==> config.mk <==
export PLATFORM = sky130hd
export DESIGN_NAME = stream_word_substitute
export DESIGN_NICKNAME = d
export VERILOG_FILES = /design/src/sv/sws_pkg.sv /design/src/sv/stream_word_substitute.sv
export VERILOG_INCLUDE_DIRS = /design/src /design/src/sv
export SDC_FILE = /design/constraint.sdc
export NUM_CORES = 1
export LEC_CHECK = 0
export ABC_AREA = 1
export BUFFER_PORTS_ARGS = -buffer_cell sky130_fd_sc_hd__buf_2
export CORE_MARGIN = 2
export CORE_UTILIZATION = 40
export DETAILED_ROUTE_END_ITERATION = 16
export PLACE_DENSITY = 0.67
export SYNTH_ARGS = -nofsm -noshare
export SYNTH_HDL_FRONTEND = slang
export SYNTH_SLANG_ARGS = --single-unit
==> constraint.sdc <==
create_clock -name clk_i -period 10.31 [get_ports clk_i]
set_input_delay 1.5465 -clock clk_i [delete_from_list [all_inputs] [get_ports clk_i]]
set_output_delay 1.5465 -clock clk_i [all_outputs]
set_load 0.03 [all_outputs]
==> src/sv/assert_macros.svh <==
// assertion macros used by the rtl file stream_word_substitute.sv
`ifndef ASSERT_MACROS_SVH
`define ASSERT_MACROS_SVH

// same-cycle implication, clocked on clk_i, off during reset
`define SWS_ASSERT_IMP(lbl, ante, cons) \
  lbl: assert property (@(posedge clk_i) disable iff (!rst_ni) (ante) |-> (cons)) \
    else $error("sws assertion failed");

// next-cycle implication, clocked on clk_i, off during reset
`define SWS_ASSERT_NXT(lbl, ante, cons) \
  lbl: assert property (@(posedge clk_i) disable iff (!rst_ni) (ante) |=> (cons)) \
    else $error("sws assertion failed");

`endif

==> src/sv/sws_pkg.sv <==
// types and constants for the stream word substitute block
package sws_pkg;

  localparam int unsigned HIST_LEN  = 7;
  localparam int unsigned CFG_IDX_W = 3;

  localparam logic [7:0] CHAR_S = 8'h73;
  localparam logic [7:0] CHAR_R = 8'h72;
  localparam logic [7:0] CHAR_C = 8'h63;

  typedef enum logic [CFG_IDX_W-1:0] {
    CFG_SEARCH_LO  = 3'd0,
    CFG_SEARCH_HI  = 3'd1,
    CFG_REPLACE_LO = 3'd2,
    CFG_REPLACE_HI = 3'd3,
    CFG_WORD_LEN   = 3'd4,
    CFG_EXCLUDE    = 3'd5
  } cfg_idx_e;

  typedef struct packed {
    logic [7:0] data_byte;
    logic       is_last;
  } in_item_t;

  typedef struct packed {
    logic [7:0] out_byte;
    logic       out_last;
    logic       was_replaced;
  } out_item_t;

endpackage

==> src/sv/stream_word_substitute.sv <==
// stream word substitute: sliding window compare and fixed-length replace
// an accepted request is held, then enters the window or pushes the oldest window byte
// into the output register; one request per cycle sustained while the output does not
// stall. a request with last enters the window, then all window bytes are flushed; after
// lowering word_length, surplus window bytes are emitted first, both stalling the input
// rst_ni (async, active low) empties window and history, clears handshakes, resets config
`include "assert_macros.svh"

module stream_word_substitute
  import sws_pkg::*;
#(
  parameter int unsigned MAX_WORD = 16
) (
  input  logic                 clk_i,
  input  logic                 rst_ni,
  input  logic                 in_valid_i,
  output logic                 in_stall_o,
  input  in_item_t             in_data_i,
  output logic                 out_valid_o,
  input  logic                 out_stall_i,
  output out_item_t            out_data_o,
  input  logic                 cfg_valid_i,
  output logic                 cfg_ready_o,
  input  logic [CFG_IDX_W-1:0] cfg_index_i,
  input  logic [63:0]          cfg_data_i
);

  localparam int unsigned LEN_W = $clog2(MAX_WORD + 1);

  logic [63:0] srch_lo_q, srch_hi_q, repl_lo_q, repl_hi_q;
  logic [4:0]  wlen_q;
  logic        excl_q;

  logic [7:0]  win_q  [MAX_WORD];
  logic [7:0]  win_d  [MAX_WORD];
  logic        mark_q [MAX_WORD];
  logic        mark_d [MAX_WORD];
  logic [LEN_W-1:0] fill_q, fill_d;
  logic [7:0]  hist_q [HIST_LEN];
  logic [7:0]  hist_d [HIST_LEN];
  logic [2:0]  hfill_q, hfill_d;
  logic        flush_q, flush_d;

  logic        hold_q, hold_d;
  in_item_t    hold_data_q;
  logic        out_valid_q, out_valid_d;
  out_item_t   out_data_q, out_data_d;

  logic [7:0]  srch_b [MAX_WORD];
  logic [7:0]  repl_b [MAX_WORD];
  logic [7:0]  pw     [MAX_WORD];
  logic        pm     [MAX_WORD];
  logic [7:0]  nw     [MAX_WORD];
  logic        nm     [MAX_WORD];
  logic [7:0]  src_b  [MAX_WORD];
  logic        src_m  [MAX_WORD];

  logic [LEN_W-1:0] len;
  logic        slot_free, accept, done;
  logic        hit, excl_hit, full_after, do_match;
  logic        emit, emit_last;

  // word bytes, zero from byte sixteen up
  for (genvar g = 0; g < MAX_WORD; g++) begin : g_word
    if (g < 8) begin : g_lo
      assign srch_b[g] = srch_lo_q[8*g +: 8];
      assign repl_b[g] = repl_lo_q[8*g +: 8];
    end else if (g < 16) begin : g_hi
      assign srch_b[g] = srch_hi_q[8*(g-8) +: 8];
      assign repl_b[g] = repl_hi_q[8*(g-8) +: 8];
    end else begin : g_zero
      assign srch_b[g] = 8'h00;
      assign repl_b[g] = 8'h00;
    end
  end

  always_comb begin
    if (wlen_q == 5'd0) begin
      len = LEN_W'(1);
    end else if (int'(wlen_q) > MAX_WORD) begin
      len = LEN_W'(MAX_WORD);
    end else begin
      len = LEN_W'(wlen_q);
    end
  end

  assign slot_free   = !out_valid_q || !out_stall_i;
  assign in_stall_o  = hold_q && !done;
  assign accept      = in_valid_i && !in_stall_o;
  assign cfg_ready_o = 1'b1;

  // window with the held byte pushed, then the match test on it and the replaced window
  always_comb begin
    for (int i = 0; i < MAX_WORD; i++) begin
      if (LEN_W'(i) == fill_q) begin
        pw[i] = hold_data_q.data_byte;
        pm[i] = 1'b0;
      end else begin
        pw[i] = win_q[i];
        pm[i] = mark_q[i];
      end
    end
    hit = 1'b1;
    for (int i = 0; i < MAX_WORD; i++) begin
      if (LEN_W'(i) < len && (pm[i] || pw[i] != srch_b[i])) begin
        hit = 1'b0;
      end
    end
    excl_hit = excl_q && hfill_q == 3'(HIST_LEN) && hist_q[6] == CHAR_S &&
               hist_q[5] == CHAR_R && hist_q[4] == CHAR_C;
    full_after = (LEN_W'(fill_q + 1'b1) == len);
    do_match   = full_after && hit && !excl_hit;
    for (int i = 0; i < MAX_WORD; i++) begin
      if (do_match && LEN_W'(i) < len) begin
        nw[i] = repl_b[i];
        nm[i] = 1'b1;
      end else begin
        nw[i] = pw[i];
        nm[i] = pm[i];
      end
    end
  end

  always_comb begin
    win_d     = win_q;
    mark_d    = mark_q;
    fill_d    = fill_q;
    hist_d    = hist_q;
    hfill_d   = hfill_q;
    flush_d   = flush_q;
    src_b     = win_q;
    src_m     = mark_q;
    emit      = 1'b0;
    emit_last = 1'b0;
    done      = 1'b0;

    if (hold_q && slot_free) begin
      if (flush_q) begin
        emit      = 1'b1;
        emit_last = (fill_q == LEN_W'(1));
        fill_d    = fill_q - 1'b1;
      end else if (fill_q >= len) begin
        emit   = 1'b1;
        fill_d = fill_q - 1'b1;
      end else if (hold_data_q.is_last) begin
        win_d   = nw;
        mark_d  = nm;
        fill_d  = fill_q + 1'b1;
        flush_d = 1'b1;
      end else if (full_after) begin
        emit  = 1'b1;
        src_b = nw;
        src_m = nm;
        done  = 1'b1;
      end else begin
        win_d  = nw;
        mark_d = nm;
        fill_d = fill_q + 1'b1;
        done   = 1'b1;
      end
    end

    if (emit) begin
      for (int i = 0; i < MAX_WORD - 1; i++) begin
        win_d[i]  = src_b[i+1];
        mark_d[i] = src_m[i+1];
      end
      win_d[MAX_WORD-1]  = src_b[MAX_WORD-1];
      mark_d[MAX_WORD-1] = src_m[MAX_WORD-1];
      for (int i = HIST_LEN - 1; i > 0; i--) begin
        hist_d[i] = hist_q[i-1];
      end
      hist_d[0] = src_b[0];
      if (hfill_q != 3'(HIST_LEN)) begin
        hfill_d = hfill_q + 1'b1;
      end
    end

    // packet end: window and history start empty
    if (emit && emit_last) begin
      done    = 1'b1;
      flush_d = 1'b0;
      hfill_d = '0;
      for (int i = 0; i < HIST_LEN; i++) begin
        hist_d[i] = 8'h00;
      end
      for (int i = 0; i < MAX_WORD; i++) begin
        mark_d[i] = 1'b0;
      end
    end
  end

  always_comb begin
    hold_d = hold_q;
    if (accept) begin
      hold_d = 1'b1;
    end else if (done) begin
      hold_d = 1'b0;
    end
    out_valid_d = out_valid_q;
    out_data_d  = out_data_q;
    if (emit) begin
      out_valid_d             = 1'b1;
      out_data_d.out_byte     = src_b[0];
      out_data_d.out_last     = emit_last;
      out_data_d.was_replaced = src_m[0];
    end else if (!out_stall_i) begin
      out_valid_d = 1'b0;
    end
  end

  always_ff @(posedge clk_i or negedge rst_ni) begin
    if (!rst_ni) begin
      srch_lo_q   <= '0;
      srch_hi_q   <= '0;
      repl_lo_q   <= '0;
      repl_hi_q   <= '0;
      wlen_q      <= 5'd1;
      excl_q      <= 1'b1;
      fill_q      <= '0;
      hfill_q     <= '0;
      flush_q     <= 1'b0;
      hold_q      <= 1'b0;
      out_valid_q <= 1'b0;
      for (int i = 0; i < MAX_WORD; i++) begin
        mark_q[i] <= 1'b0;
      end
    end else begin
      fill_q      <= fill_d;
      hfill_q     <= hfill_d;
      flush_q     <= flush_d;
      hold_q      <= hold_d;
      out_valid_q <= out_valid_d;
      mark_q      <= mark_d;
      if (cfg_valid_i && cfg_ready_o) begin
        unique case (cfg_idx_e'(cfg_index_i))
          CFG_SEARCH_LO:  srch_lo_q <= cfg_data_i;
          CFG_SEARCH_HI:  srch_hi_q <= cfg_data_i;
          CFG_REPLACE_LO: repl_lo_q <= cfg_data_i;
          CFG_REPLACE_HI: repl_hi_q <= cfg_data_i;
          CFG_WORD_LEN:   wlen_q    <= cfg_data_i[4:0];
          CFG_EXCLUDE:    excl_q    <= cfg_data_i[0];
          default:        ;
        endcase
      end
    end
  end

  always_ff @(posedge clk_i) begin
    win_q      <= win_d;
    hist_q     <= hist_d;
    out_data_q <= out_data_d;
    if (accept) begin
      hold_data_q <= in_data_i;
    end
  end

  assign out_valid_o = out_valid_q;
  assign out_data_o  = out_data_q;

  `SWS_ASSERT_IMP(a_fill_range, 1'b1, fill_q <= LEN_W'(MAX_WORD))
  `SWS_ASSERT_IMP(a_flush_held, flush_q, hold_q)
  `SWS_ASSERT_NXT(a_flush_clears, emit && emit_last, fill_q == '0 && hfill_q == '0 && !flush_q)

endmodule
# == After elaboration in Yosys (flattened, before gate mapping) ==
# Cells that the tools add are included.
# Widths: inputs -> output; s select.
# word_totals
ff_bits,492
inputBits,81
out_inout_bits,13
elab_cells,343
# op_classes
n_addsub,3
magnitude_cmp,18
eq_ne,51
mux,133
n_reduce_logical,83
# op_table
op,count
$mux 128,11
$mux 8,32
$mux 16,12
$ne 8x8->1,16
$mux 1,69
$logic_and 1x1->1,42
$eq 4x5->1 const A,8
$lt 4x5->1 const A,8
$mux 5,6
$eq 8x7->1 const B,3
$eq 3x5->1 const A,4
$lt 3x5->1 const A,4
$logic_or 1x1->1,17
$reduce_and 2->1,8
$eq 2x5->1 const A,2
$logic_not 5->1,2
$lt 1x5->1 const A,2
$lt 2x5->1 const A,2
$reduce_bool 2->1,5
$eq 3x3->1 const B,3
$mux 3,3
$reduce_and 4->1,2
$eq 3x2->1 const B,2
$ne 3x2->1 const B,2
18 further kinds,23

# == Logic depth before layout (Yosys ltp) ==
# depth
ltp_word,32
ltp_mapped,27
mapped_depth_nobuf,25

# == Worst setup path before layout ==
# OpenSTA, ideal clock, no wires.
# synth_timing
path_kind,in2reg
startpoint,in out_stall_i
endpoint,reg mark_q[15] (netlist name)
setup_ps,76
t_arrival_ps,5293
required_time_ps,10234
path_slack_ps,4941
path_stages,9
path_buffers,2
path_cell_list,nand2_1 nand2_1 clkbuf_1 inv_1 nand2_1 inv_1 buf_1 o21ai_0 o21ai_1
# synth_between
elab_chain_cells,7
elab_cells_between_ends,14
cone_classes,eq/ne: 3; mux: 5; reduce/logical: 6
# synth_rtl
item,line_no,source
start: declaration,stream_word_substitute.sv:20,"input logic out_stall_i,"
$logic_not 1->1 (*),--,
$logic_or 1x1->1 (*),stream_word_substitute.sv:87,assign slot_free = !out_valid_q || !out_stall_i;
$logic_and 1x1->1 (*),stream_word_substitute.sv:137,if (hold_q && slot_free) begin
$mux 1,stream_word_substitute.sv:137,
$logic_and 1x1->1,stream_word_substitute.sv:180,if (emit && emit_last) begin
"$ne 4x2->1 (no source line), or another cell as far along",--,
$reduce_and 4->1 (no source line),--,
end signal: assignment,stream_word_substitute.sv:234,mark_q <= mark_d;
end: declaration,stream_word_substitute.sv:36,logic mark_q [MAX_WORD];
# Every way passes the cells marked *; elsewhere a longest branch is shown, timed or not.
# A chain may end at the register's enable or synchronous reset.

==> impl_metrics.py <==
metrics = {
    "pwr": {
        "p_leak_nw": 15.4,
        "power.density_nw_per_um2": 300,
        "irDropWorstVdd_mv": 0.153,
    },
    "die": {
        "start_util_pct": 40.5,
        "die_area_um2": 73200,
        "num_rows": 97,
        "core_um2": 70100,
        "ios": 94,
        "dieHeight_um": 271,
        "die_w_um": 271,
    },
    "synthesis": {
        "yosysTopAreaCellShare_pct": 25.3,
        "async_flop_share_pct": 58.7,
        "synth_area_leaders": "dfrtp_1, nand2_1, edfxtp_1, nand3_1, o21ai_0",
        "synth_most_common_cell": "nand2_1",
        "synthCells": 4067,
        "syn_area_um2": 28400,
        "synth_nets": 4161,
        "yosys_warnings": 0,
        "ys_ff_latch": 492,
        "syn_avg_cell_area_um2": 6.99,
        "synth_commonest_cells": "nand2_1, inv_1, nand3_1, o21ai_0, dfrtp_1",
        "synthFlopType": "dfrtp_1",
        "synth_area_leader_cell": "dfrtp_1",
        "ys_types": 41,
        "synth_edf_count": 147,
        "yosysSeqAreaShare_pct": 45.0,
    },
    "clock_network": {
        "post_cts_resized": 0,
        "clock_latency_ns": 0.64,
        "cts_setup_buffers": 0,
        "cts-htree-levels": 2,
        "clk_pin_slew_ns": 0.06,
        "numCtsBuffers": 55,
        "cts_buffer_depth": 3,
        "clock-sinks": 492,
        "cts_root_buffer": "clkbuf_16",
        "cts_tree": "done",
        "cts_hold_buf": 0,
    },
    "timing": {
        "fin_crit_sh_pct": 57.5,
        "rsz0062_at_grt": "no",
        "tightest_slew_ns": 1.21,
        "maxSlewViolCount": 0,
        "maxSlewHeadroom_pct": 19.2,
        "finalSetupViolCount": 0,
        "whs_ns": 0.475,
        "hold_viol": 0,
        "finalSetupTns_ns": 0,
        "setup_slack_ns": 4.38,
        "period_minus_slack_ns": 5.93,
        "skew_ns": 0.0351,
        "max_freq_mhz": 169,
    },
    "critical_path": {
        "path_max_fanout": 72,
        "cp-start-kind": "register",
        "critPathArrivalTime_ns": 6.42,
        "cp.required_ns": 10.80,
        "endpoint_kind": "register",
        "r2r_start": "fill_q[1]$_DFFE_PN0P_",
        "critPathLaunch": "fill_q[1]$_DFFE_PN0P_",
        "crit_type": "register to register",
    },
    "layout": {
        "fin_area_um2": 31400,
        "area_growth_pct": 10.6,
        "drive_gt1_share_pct": 6.72,
        "nets": 4141,
    },
    "detailed_routing": {
        "first_pass_iters": 8,
        "vias": 27400,
        "drc": 0,
        "drt-wirelength-per-cell_um": 20.3,
        "vias_per_cell": 5.44,
        "routed_wl_um": 102000,
        "ant_nets": 0,
        "drt_iter0_drc": 3538,
    },
    "hold_path": {
        "min_path_type": "register to register",
        "min_from": "hist_q[15]$_SDFFE_PP0P_",
    },
    "placed_design": {
        "post-place-ws_ns": 4.61,
        "placed_area_um2": 29500,
        "gp_congestion": 0.966,
        "dp_hpwl_um": 69900,
        "portBuffers": 92,
    },
    "grt": {
        "first_global_vias": 25400,
        "track_usage_pct": 27.5,
        "antenna_found_initial": 5,
        "gr-total-overflow": 0,
        "grt_max_degree": 96,
        "grt_pass1_wl_um": 155000,
    },
    "status": {
        "status": "finished, final reports clean",
    },
    "flow_run": {
        "maxCapViolCount": 0,
    },
}
-- critical path, stage by stage (launching register included) --
cell and delay (ns):
dfrtp_1 0.46, inv_1 0.16, ha_1 0.18, inv_1 0.05
nor2_2 0.66, nand2_1 0.53, o21ai_0 0.48, inv_1 0.07
nand2_1 0.06, nand3_1 0.07, nor2_1 0.11, nand2_1 0.11
nand2_1 0.14, nand2_1 0.07, nor2_1 0.09, nand2_1 0.09
nor2_4 0.51, buf_4 0.87, nand2_1 0.40, nand2_1 0.19
nand3_1 0.08, nand2_1 0.20, o21ai_1 0.09, inv_1 0.08
-- worst paths after layout --
kind,endpoint,slack [ns],cells after the start
worst max-delay path,win_q[43]$_DFFE_PP_,4.38,23
worst min-delay path,hist_q[7]$_SDFFE_PP0P_,0.47,2
worst max register to register,win_q[43]$_DFFE_PP_,4.38,23
worst min register to register,hist_q[7]$_SDFFE_PP0P_,0.47,2
max in group asynchronous,repl_lo_q[11]$_DFFE_PN0P_,7.97,2
min in group asynchronous,repl_lo_q[45]$_DFFE_PN0P_,0.89,1
-- routing by layer --
| layer | part of all wire, % | track usage [%] | vias up | wire (µm) |
|---|---|---|---|---|
| met2 | 44 | 42.7 | 1313 | 45100 |
| li1 | - | - | 12900 | - |
| met3 | 8.9 | 4.31 | 271 | 9110 |
| met1 | 42 | 37.5 | 12800 | 42500 |
| met4 | 5.5 | 13.1 | 2 | 5580 |
| met5 | 0.0098 | 0 | - | 10 |
-- logic make-up (layout without fill, tap and decap cells) --
group	Yosys count	in the layout	synth area share [%]
AO/OA/AOI/OAI	649	649	11.7
XOR/XNOR	9	9	0.277
adder cells (fa/ha/maj)	13	13	0.573
buffers and inverters	677	704	9.44
flip-flops	492	492	45.0
other	1	3	0.0132
AND/OR/NAND/NOR	2226	2226	33.0
-- cell type report --
class	instances	area, µm²
Multi-Input combinational cell	2898	13000
Timing Repair Buffer	123	703
Inverter	477	1810
Antenna cell	2	5.00
Clock inverter	33	413
Sequential cell	492	12800
Fill cell	7331	38700
Tap cell	940	1180
Clock buffer	71	1540
-- cell usage in the layout (no fill, tap or decap), types with 17 or more instances in the layout --
cell and instances:
nand4_1 17, a21oi_1 159, buf_4 31, o21ai_0 377, o211ai_1 20, edfxtp_1 147, dfxtp_1 56, dfrtp_1 287
clkbuf_16 59, o21ai_1 82, buf_2 91, inv_1 461, nand2_1 1467, and2_0 22, nand3_1 384, nand3b_1 63
nor2_1 220
-- through the flow --
step | cells | utilization, % | power, mW
global route | 5034 | 44.8 | 10.1
floorplan | 4067 | - | 6.02
global placement | 4930 | 42.0 | 7.15
CTS | 5034 | 44.8 | 9.37
detailed placement | 4930 | 42.0 | 7.20
finish | 5036 | 44.8 | 9.43
-- power by group --
| part | internal, mW | leakage [nW] | switching (mW) | total (mW) |
|---|---|---|---|---|
| registers | 2.87 | 5.51 | 0.507 | 3.38 |
| logic | 1.21 | 8.95 | 2.69 | 3.89 |
| clock network | 1.28 | 0.965 | 0.875 | 2.16 |
-- flip-flops by register name, indices dropped and copies added, names as in the netlist, 9 cells and up --
signal,cells
win_q,128
repl_lo_q,64
out_data_o,10
hold_data_q,9
srch_lo_q,64
repl_hi_q,64
hist_q,56
srch_hi_q,64
mark_q,16
(Power assumes the default switching activity.)
